**config.mk**
```make
export PLATFORM = sky130hd
export DESIGN_NAME = idle_gap_frame_receiver_unit
export DESIGN_NICKNAME = d
export VERILOG_FILES = /design/src/rtl/core/igfr_pkg.sv /design/src/rtl/core/idle_gap_frame_receiver_unit.sv /design/src/rtl/core/igfr_ram.sv /design/src/rtl/core/igfr_front.sv /design/src/rtl/core/igfr_cmdq.sv /design/src/rtl/core/igfr_back.sv
export SDC_FILE = /design/constraint.sdc
export NUM_CORES = 1
export LEC_CHECK = 0
export ABC_AREA = 1
export CORE_AREA = 8 8 140 142
export DETAILED_ROUTE_END_ITERATION = 10
export DIE_AREA = 0 0 148 150
export DONT_BUFFER_PORTS = 1
export GPL_ROUTABILITY_DRIVEN = 0
export GPL_TIMING_DRIVEN = 0
export PLACE_DENSITY_LB_ADDON = 0.1
export SYNTH_ARGS = -nofsm -noshare
export SYNTH_HDL_FRONTEND = slang
export SYNTH_HIERARCHICAL = 1
export SYNTH_SLANG_ARGS = --single-unit
```
**constraint.sdc**
```tcl
create_clock -name clk -period 3.2 [get_ports clk]
set_clock_uncertainty 0.05 [all_clocks]
set_input_delay 0.32 -clock clk [delete_from_list [all_inputs] [get_ports clk]]
set_output_delay 0.32 -clock clk [all_outputs]
set_load 0.005 [all_outputs]
```
**src/rtl/core/igfr_pkg.sv**
```systemverilog
// Shared types and constants of the idle-gap frame receiver.
// Depends on nothing; used by the front, queue, back end and top level.
`default_nettype none

package igfr_pkg;

	// Request kinds carried in s_tuser.
	localparam logic [1:0] OP_BYTE = 2'd0;
	localparam logic [1:0] OP_TICK = 2'd1;
	localparam logic [1:0] OP_READ = 2'd2;
	localparam logic [1:0] OP_NONE = 2'd3;

	localparam logic [7:0] THR_RESET = 8'd10;
	localparam logic [7:0] TICKS_MAX = 8'hFF;

	// Wide enough for a byte count of the deepest supported buffer (64).
	localparam int MAX_CNT_W = 7;

	// Entries in the command queue between front and back end.
	localparam int Q_DEPTH = 2;

	// One read command handed from the front to the back end.
	typedef struct packed {
		logic                 is_frame;
		logic                 dropped;
		logic [MAX_CNT_W-1:0] count;
	} cmd_t;

endpackage

`default_nettype wire

```
**src/rtl/core/idle_gap_frame_receiver_unit.sv**
```systemverilog
// Idle-gap frame receiver. Byte, tick and ignored requests give no result. A read request goes
// through the command queue, RAM read and output registers, then gives one frame byte per cycle
// from the RAM's single read port unless stalled, or a zero result if no frame is ready; input
// is held off until a frame's last byte is read out. Reset is asynchronous and clears
// counts, flags and queues; the idle threshold returns to 10 and buffer contents are undefined.
`default_nettype none

module idle_gap_frame_receiver_unit
	import igfr_pkg::*;
#(
	parameter int BUFFER_DEPTH = 16
) (
	input  wire logic       clk,
	input  wire logic       arst_n,
	input  wire logic       s_tvalid,
	output logic            s_tready,
	input  wire logic [7:0] s_tdata,   // [7:0] rx_byte
	input  wire logic [1:0] s_tuser,   // [1:0] operation
	output logic            m_tvalid,
	input  wire logic       m_tready,
	output logic [7:0]      m_tdata,   // [7:0] frame_byte
	output logic [1:0]      m_tuser,   // [0] has_frame, [1] bytes_dropped
	output logic            m_tlast,   // last_byte
	input  wire logic       cfg_we,
	input  wire logic [7:0] cfg_wdata  // idle_threshold
);

	localparam int AW = $clog2(BUFFER_DEPTH);

	cmd_t          push_cmd;
	cmd_t          head_cmd;
	logic          q_push;
	logic          q_pop;
	logic          q_empty;
	logic          q_full;
	logic          frame_popped;
	logic          ram_we;
	logic [AW-1:0] ram_waddr;
	logic [7:0]    ram_wdata;
	logic          ram_re;
	logic [AW-1:0] ram_raddr;
	logic [7:0]    ram_rdata;

	igfr_front #(.BUFFER_DEPTH(BUFFER_DEPTH)) u_front (
		.clk          (clk),
		.arst_n       (arst_n),
		.s_tvalid     (s_tvalid),
		.s_tready     (s_tready),
		.s_tdata      (s_tdata),
		.s_tuser      (s_tuser),
		.cfg_we       (cfg_we),
		.cfg_wdata    (cfg_wdata),
		.q_full       (q_full),
		.frame_popped (frame_popped),
		.q_push       (q_push),
		.q_cmd        (push_cmd),
		.ram_we       (ram_we),
		.ram_waddr    (ram_waddr),
		.ram_wdata    (ram_wdata)
	);

	igfr_cmdq u_cmdq (
		.clk      (clk),
		.arst_n   (arst_n),
		.push     (q_push),
		.push_cmd (push_cmd),
		.pop      (q_pop),
		.head     (head_cmd),
		.empty    (q_empty),
		.full     (q_full)
	);

	igfr_ram #(.WIDTH(8), .DEPTH(BUFFER_DEPTH)) u_buf (
		.clk   (clk),
		.we    (ram_we),
		.waddr (ram_waddr),
		.wdata (ram_wdata),
		.re    (ram_re),
		.raddr (ram_raddr),
		.rdata (ram_rdata)
	);

	igfr_back #(.BUFFER_DEPTH(BUFFER_DEPTH)) u_back (
		.clk          (clk),
		.arst_n       (arst_n),
		.q_empty      (q_empty),
		.q_head       (head_cmd),
		.q_pop        (q_pop),
		.frame_popped (frame_popped),
		.ram_re       (ram_re),
		.ram_raddr    (ram_raddr),
		.ram_rdata    (ram_rdata),
		.m_tvalid     (m_tvalid),
		.m_tready     (m_tready),
		.m_tdata      (m_tdata),
		.m_tuser      (m_tuser),
		.m_tlast      (m_tlast)
	);

endmodule

`default_nettype wire

```
**src/rtl/core/igfr_ram.sv**
```systemverilog
// Generic single-write, single-read RAM with a registered read port.
// Depends on nothing.
`default_nettype none

module igfr_ram #(
	parameter int WIDTH = 8,
	parameter int DEPTH = 16
) (
	input  wire logic                     clk,
	input  wire logic                     we,
	input  wire logic [$clog2(DEPTH)-1:0] waddr,
	input  wire logic [WIDTH-1:0]         wdata,
	input  wire logic                     re,
	input  wire logic [$clog2(DEPTH)-1:0] raddr,
	output logic      [WIDTH-1:0]         rdata
);

	logic [WIDTH-1:0] mem_q [DEPTH];

	always_ff @(posedge clk) begin
		if (we) begin
			mem_q[waddr] <= wdata;
		end
		if (re) begin
			rdata <= mem_q[raddr];
		end
	end

endmodule

`default_nettype wire

```
**src/rtl/core/igfr_front.sv**
```systemverilog
// Front end: takes requests, keeps fill count, idle counter and frame flags,
// writes bytes into the buffer and queues read commands. Uses igfr_pkg.
`default_nettype none

module igfr_front
	import igfr_pkg::*;
#(
	parameter int BUFFER_DEPTH = 16
) (
	input  wire logic                            clk,
	input  wire logic                            arst_n,
	input  wire logic                            s_tvalid,
	output logic                                 s_tready,
	input  wire logic [7:0]                      s_tdata,
	input  wire logic [1:0]                      s_tuser,
	input  wire logic                            cfg_we,
	input  wire logic [7:0]                      cfg_wdata,
	input  wire logic                            q_full,
	input  wire logic                            frame_popped,
	output logic                                 q_push,
	output cmd_t                                 q_cmd,
	output logic                                 ram_we,
	output logic [$clog2(BUFFER_DEPTH)-1:0]      ram_waddr,
	output logic [7:0]                           ram_wdata
);

	localparam int AW = $clog2(BUFFER_DEPTH);
	localparam int CW = $clog2(BUFFER_DEPTH + 1);

	logic [CW-1:0] fill_q;
	logic [7:0]    ticks_q;
	logic [7:0]    thr_q;
	logic          done_q;
	logic          ovf_q;
	logic          pend_q;
	logic          accept;
	logic          buf_full;
	logic          frame_ready;
	logic [7:0]    ticks_nx;

	// A queued frame locks the buffer until the back end has read it out.
	assign s_tready    = !pend_q && !q_full;
	assign accept      = s_tvalid && s_tready;
	assign buf_full    = (fill_q == CW'(BUFFER_DEPTH));
	assign frame_ready = done_q && (fill_q != '0);
	assign ticks_nx    = (ticks_q == TICKS_MAX) ? ticks_q : ticks_q + 8'd1;

	assign ram_we    = accept && (s_tuser == OP_BYTE) && !buf_full;
	assign ram_waddr = fill_q[AW-1:0];
	assign ram_wdata = s_tdata;

	assign q_push = accept && (s_tuser == OP_READ);
	always_comb begin
		q_cmd = '0;
		if (frame_ready) begin
			q_cmd.is_frame = 1'b1;
			q_cmd.dropped  = ovf_q;
			q_cmd.count    = MAX_CNT_W'(fill_q);
		end
	end

	always_ff @(posedge clk or negedge arst_n) begin
		if (!arst_n) begin
			thr_q <= THR_RESET;
		end else if (cfg_we) begin
			thr_q <= cfg_wdata;
		end
	end

	always_ff @(posedge clk or negedge arst_n) begin
		if (!arst_n) begin
			fill_q  <= '0;
			ticks_q <= '0;
			done_q  <= 1'b0;
			ovf_q   <= 1'b0;
			pend_q  <= 1'b0;
		end else begin
			if (frame_popped) begin
				pend_q <= 1'b0;
			end
			if (accept) begin
				unique case (s_tuser)
					OP_BYTE: begin
						if (buf_full) begin
							ovf_q <= 1'b1;
						end else begin
							fill_q <= fill_q + CW'(1);
						end
						ticks_q <= '0;
					end
					OP_TICK: begin
						ticks_q <= ticks_nx;
						if ((fill_q != '0) && (ticks_nx >= thr_q)) begin
							done_q <= 1'b1;
						end
					end
					OP_READ: begin
						if (frame_ready) begin
							fill_q <= '0;
							done_q <= 1'b0;
							ovf_q  <= 1'b0;
							pend_q <= 1'b1;
						end
					end
					OP_NONE: begin
					end
				endcase
			end
		end
	end

endmodule

`default_nettype wire

```
**src/rtl/core/igfr_cmdq.sv**
```systemverilog
// Short command queue between the front and the back end.
// Uses igfr_pkg for the command type and depth.
`default_nettype none

module igfr_cmdq
	import igfr_pkg::*;
(
	input  wire logic clk,
	input  wire logic arst_n,
	input  wire logic push,
	input  wire cmd_t push_cmd,
	input  wire logic pop,
	output cmd_t      head,
	output logic      empty,
	output logic      full
);

	localparam int PW = $clog2(Q_DEPTH);
	localparam int NW = $clog2(Q_DEPTH + 1);

	cmd_t          slot_q [Q_DEPTH];
	logic [PW-1:0] wr_ptr_q;
	logic [PW-1:0] rd_ptr_q;
	logic [NW-1:0] used_q;
	logic          do_push;
	logic          do_pop;

	assign empty   = (used_q == '0);
	assign full    = (used_q == NW'(Q_DEPTH));
	assign head    = slot_q[rd_ptr_q];
	assign do_push = push && !full;
	assign do_pop  = pop && !empty;

	always_ff @(posedge clk) begin
		if (do_push) begin
			slot_q[wr_ptr_q] <= push_cmd;
		end
	end

	always_ff @(posedge clk or negedge arst_n) begin
		if (!arst_n) begin
			wr_ptr_q <= '0;
			rd_ptr_q <= '0;
			used_q   <= '0;
		end else begin
			if (do_push) begin
				wr_ptr_q <= (wr_ptr_q == PW'(Q_DEPTH - 1)) ? '0 : wr_ptr_q + PW'(1);
			end
			if (do_pop) begin
				rd_ptr_q <= (rd_ptr_q == PW'(Q_DEPTH - 1)) ? '0 : rd_ptr_q + PW'(1);
			end
			if (do_push && !do_pop) begin
				used_q <= used_q + NW'(1);
			end else if (do_pop && !do_push) begin
				used_q <= used_q - NW'(1);
			end
		end
	end

endmodule

`default_nettype wire

```
**src/rtl/core/igfr_back.sv**
```systemverilog
// Back end: runs queued read commands, reads the buffer one byte a cycle
// unless stalled; an output register drives the result stream. Uses igfr_pkg.
`default_nettype none

module igfr_back
	import igfr_pkg::*;
#(
	parameter int BUFFER_DEPTH = 16
) (
	input  wire logic                       clk,
	input  wire logic                       arst_n,
	input  wire logic                       q_empty,
	input  wire cmd_t                       q_head,
	output logic                            q_pop,
	output logic                            frame_popped,
	output logic                            ram_re,
	output logic [$clog2(BUFFER_DEPTH)-1:0] ram_raddr,
	input  wire logic [7:0]                 ram_rdata,
	output logic                            m_tvalid,
	input  wire logic                       m_tready,
	output logic [7:0]                      m_tdata,
	output logic [1:0]                      m_tuser,
	output logic                            m_tlast
);

	localparam int AW = $clog2(BUFFER_DEPTH);

	logic [AW-1:0] idx_q;
	logic          valid_s1;
	logic          has_s1;
	logic          last_s1;
	logic          drop_s1;
	logic          out_valid_q;
	logic          out_has_q;
	logic          out_last_q;
	logic          out_drop_q;
	logic [7:0]    out_byte_q;
	logic          s1_adv;
	logic          issue;
	logic          is_last;

	// The RAM read register is the stage-one data; it holds while stage one stalls.
	assign s1_adv  = valid_s1 && (!out_valid_q || m_tready);
	assign issue   = !q_empty && (!valid_s1 || s1_adv);
	assign is_last = !q_head.is_frame ||
		((MAX_CNT_W'(idx_q) + MAX_CNT_W'(1)) == q_head.count);

	assign ram_re       = issue && q_head.is_frame;
	assign ram_raddr    = idx_q;
	assign q_pop        = issue && is_last;
	assign frame_popped = q_pop && q_head.is_frame;

	always_ff @(posedge clk or negedge arst_n) begin
		if (!arst_n) begin
			idx_q       <= '0;
			valid_s1    <= 1'b0;
			out_valid_q <= 1'b0;
		end else begin
			if (issue) begin
				idx_q <= is_last ? '0 : idx_q + AW'(1);
			end
			if (issue) begin
				valid_s1 <= 1'b1;
			end else if (s1_adv) begin
				valid_s1 <= 1'b0;
			end
			if (s1_adv) begin
				out_valid_q <= 1'b1;
			end else if (m_tready) begin
				out_valid_q <= 1'b0;
			end
		end
	end

	always_ff @(posedge clk) begin
		if (issue) begin
			has_s1  <= q_head.is_frame;
			last_s1 <= is_last;
			drop_s1 <= q_head.dropped;
		end
		if (s1_adv) begin
			out_has_q  <= has_s1;
			out_last_q <= last_s1;
			out_drop_q <= drop_s1;
			out_byte_q <= has_s1 ? ram_rdata : 8'd0;
		end
	end

	assign m_tvalid = out_valid_q;
	assign m_tdata  = out_byte_q;
	assign m_tuser  = {out_drop_q, out_has_q};
	assign m_tlast  = out_last_q;

endmodule

`default_nettype wire

```
==> run_results.csv <==
group,metric,value,unit
yosys,synth_flop_cell,"edfxtp_1",
status,outcome,"completed",
worst_setup_path,worstSetupStartpointType,"register",
grt,grt_usage,18.70,%
yosys,ys_seq_elements,202,
place,io_buffers,0,
sta,fin_crit_sh,83.01,%
cells_and_area,layout_commonest_cell,"nand2_1",
sta,hold_slack,0.05116,ns
sta,rsz0062_at_grt,"no",
yosys,yosysWarnings,6,
place,post-dp-hpwl,13.45,mm
grt,grt_remaining_overflow,0,
clock_tree,clock_path_buffers,3,
clock_tree,clk_latency,0.50,ns
sta,hold_violations,0,
yosys,postSynthCellCount,940,
yosys,async_flop_share,16.83,%
sta,drv_slew,0,
place,post-place-cells,1170,
worst_setup_path,cp_max_fo,8,
worst_setup_path,critPathLaunch,"u_cmdq/used_q[1]$_DFFE_PN0P_",
yosys,synth.distinct_cells,38,
cells_and_area,drive_above_1_share,10.83,%
worst_setup_path,arrival,2.73,ns
worst_setup_path,r2r_slack,0.54,ns
cells_and_area,syn_to_final_growth,13.59,%
power,total_power,5743,uW
sta,slew-limit-headroom,34.04,%
floorplanning,core_area,17530,sq um
sta,fmax,376.4,MHz
power,powerDensity,541.5,nW/um^2
clock_tree,htree_levels,1,
worst_setup_path,crit_required,3.28,ns
worst_setup_path,r2r-end,"u_buf/mem_q[14][0]$_DFFE_PP_",
detailed_routing,dr.pass1.iters,5,
yosys,synth-edff-count,168,
floorplanning,dieArea,22200,sq um
floorplanning,io_pins,36,
floorplanning,initial_core_util,53.25,%
floorplanning,row_count,49,
clock_tree,ctsResizeCount,0,
cells_and_area,nFillCells,1534,
worst_setup_path,critical_path_class,"register to register",
cells_and_area,instances_no_fill,1226,
clock_tree,cts_setup_buffers,0,
worst_setup_path,rr_worst_depth,9,
detailed_routing,wl_per_cell,16.56,microns
cells_and_area,diodes,0,
cells_and_area,fin_util,60.48,%
power,p_leak,0.004635,uW
sta,timing.setup.tns,0,ns
worst_setup_path,worstSetupEndpointType,"register",
grt,grt_max_degree,35,
floorplanning,fp.dieW,148,microns
worst_hold_path,min_from,"s_tuser[0]",
detailed_routing,wirelength,20.30,mm
clock_tree,tritoncts,"built",
job,drv_cap,0,
grt,grt_pass1_vias,5919,
sta,period_minus_slack,2.656,ns
cells_and_area,final_cell_mix,"nand2_1, edfxtp_1, inv_1",
sta,tightest_slew,0.9894,ns
yosys,syn_avg_cell_area,9.932,sq um
yosys,yosysSeqAreaShare,63.17,%
detailed_routing,drtIter0Drc,494,
detailed_routing,viasPerCell,5.128,
grt,grt_antenna_before_repair,0,
clock_tree,holdBufCountCts,16,
worst_hold_path,hold_depth,4,
detailed_routing,drc,0,
clock_tree,clockRootBuffer,"clkbuf_16",
clock_tree,clock_sinks,202,
detailed_routing,vias,6287,
power,vdd_drop_max,0.0004724,V
yosys,netlist_area,9336,sq um
clock_tree,clk_pin_slew_worst_paths,0.06,ns
worst_setup_path,reg2reg_from,"u_cmdq/used_q[1]$_DFFE_PN0P_",
grt,grt_pass1_wl,32.05,mm
cells_and_area,fin_nets,1017,
clock_tree,cts_made_buffers,22,
floorplanning,die_height,150,microns
worst_hold_path,hold_class,"primary input to register",
sta,setup_violations,0,
detailed_routing,ant_nets,0,
worst_hold_path,hold-path-endpoint,"u_front/fill_q[4]$_DFFE_PN0P_",
[kinds of logic (layout without fill, tap and decap cells)]
kind of cell,after synthesis,after routing,synth area share (%)
adders and majority gates,13,13,1.742
muxes,1,1,0.1206
buffers and inverters,211,267,10.06
DFF,202,202,63.17
and+or+nand+nor,470,470,22.04
AOI/OAI and AO/OA,35,35,2.158
xor gates and xnor gates,7,7,0.6567
other,1,2,0.04017
[cell type report]
| class | count | area (sq um) | area share (%) |
|---|---|---|---|
| timing repair buffer | 16 | 170.2 | 1.605 |
| clock inverter | 9 | 172.7 | 1.628 |
| buffer | 44 | 312.8 | 2.949 |
| sequential | 202 | 5898 | 55.62 |
| multi-input combinational | 528 | 2502 | 23.60 |
| inverter | 167 | 626.9 | 5.911 |
| tap | 229 | 286.5 | 2.702 |
| clock buffer | 31 | 635.6 | 5.993 |
[stage by stage]
| step | setup WS (ns) | area (sq um) |
|---|---|---|
| floorplan | 0.9352 | 9340 |
| global placement | 0.5836 | 9627 |
| detailed placement | 0.5512 | 9627 |
| CTS | 0.5320 | 10610 |
| global route | 0.3881 | 10610 |
| finish | 0.5436 | 10610 |
[power breakdown]
group	switching [uW]	internal, uW	total [uW]
logic	66.5	37.9	104
clock network	996	1790	2780
registers	2.70	2850	2860
[how the worst max path moves through the flow]
stage / slack (ns) / endpoint
6_report: 0.54 / u_buf/mem_q[14][0]$_DFFE_PP_
5_1_grt: 0.39 / u_buf/mem_q[15][4]$_DFFE_PP_
4_1_cts: 0.53 / u_buf/mem_q[14][0]$_DFFE_PP_
3_5_place_dp: 0.55 / u_buf/mem_q[14][5]$_DFFE_PP_
3_3_place_gp: 0.58 / u_buf/mem_q[14][3]$_DFFE_PP_
2_1_floorplan: 0.94 / u_cmdq/used_q[1]$_DFFE_PN0P_
[flip-flops by register name, indices dropped and copies added (netlist names), 2 cells and up]
name              cells
u_back/m_tdata        8
u_cmdq/used_q         2
u_front/fill_q        5
u_cmdq/slot_q        18
u_buf/mem_q         128
u_back/ram_raddr      4
u_front/thr_q         8
u_buf/rdata           8
u_front/ticks_q       8
[synth_stat cells, types with 3 or more instances]
| cell type | n | area share, % |
|---|---|---|
| a21oi_1 | 6 | 0.32 |
| buf_2 | 13 | 0.70 |
| buf_4 | 19 | 1.5 |
| buf_6 | 8 | 0.96 |
| clkbuf_1 | 4 | 0.16 |
| dfrtp_1 | 32 | 8.6 |
| edfxtp_1 | 168 | 54 |
| ha_1 | 13 | 1.7 |
| inv_1 | 162 | 6.5 |
| inv_2 | 4 | 0.16 |
| nand2_1 | 284 | 11 |
| nand2_2 | 7 | 0.47 |
| nand3_1 | 116 | 6.2 |
| nand3_4 | 3 | 0.56 |
| nand4_1 | 7 | 0.47 |
| nor2_1 | 38 | 1.5 |
| nor2_2 | 4 | 0.27 |
| nor2_4 | 4 | 0.48 |
| o21ai_0 | 17 | 0.91 |
| o21ai_1 | 4 | 0.21 |
| xnor2_1 | 3 | 0.28 |
| xor2_1 | 4 | 0.38 |
[worst max-delay path: stages, from the launching register on]
cell	delay, ns
dfrtp_1	0.40
inv_1	0.12
nor2_2	0.06
nor2_2	0.17
nand2_2	0.12
nor2_2	0.13
nand3_1	0.11
inv_1	0.15
nand3_1	0.22
nor2_1	0.74
[per-layer routing]
layer  global-route usage (%)  vias up  routed length, microns  share of wire (%)
li1                         -     3083                       -                  -
met1                    26.47     2967                    9256                 46
met2                    29.13      202                    9247                 46
met3                    3.387       35                    1404                6.9
met4                    5.099        0                     395                1.9
met5                        0        -                       0                  0
Power figures use the tool's default switching activity.
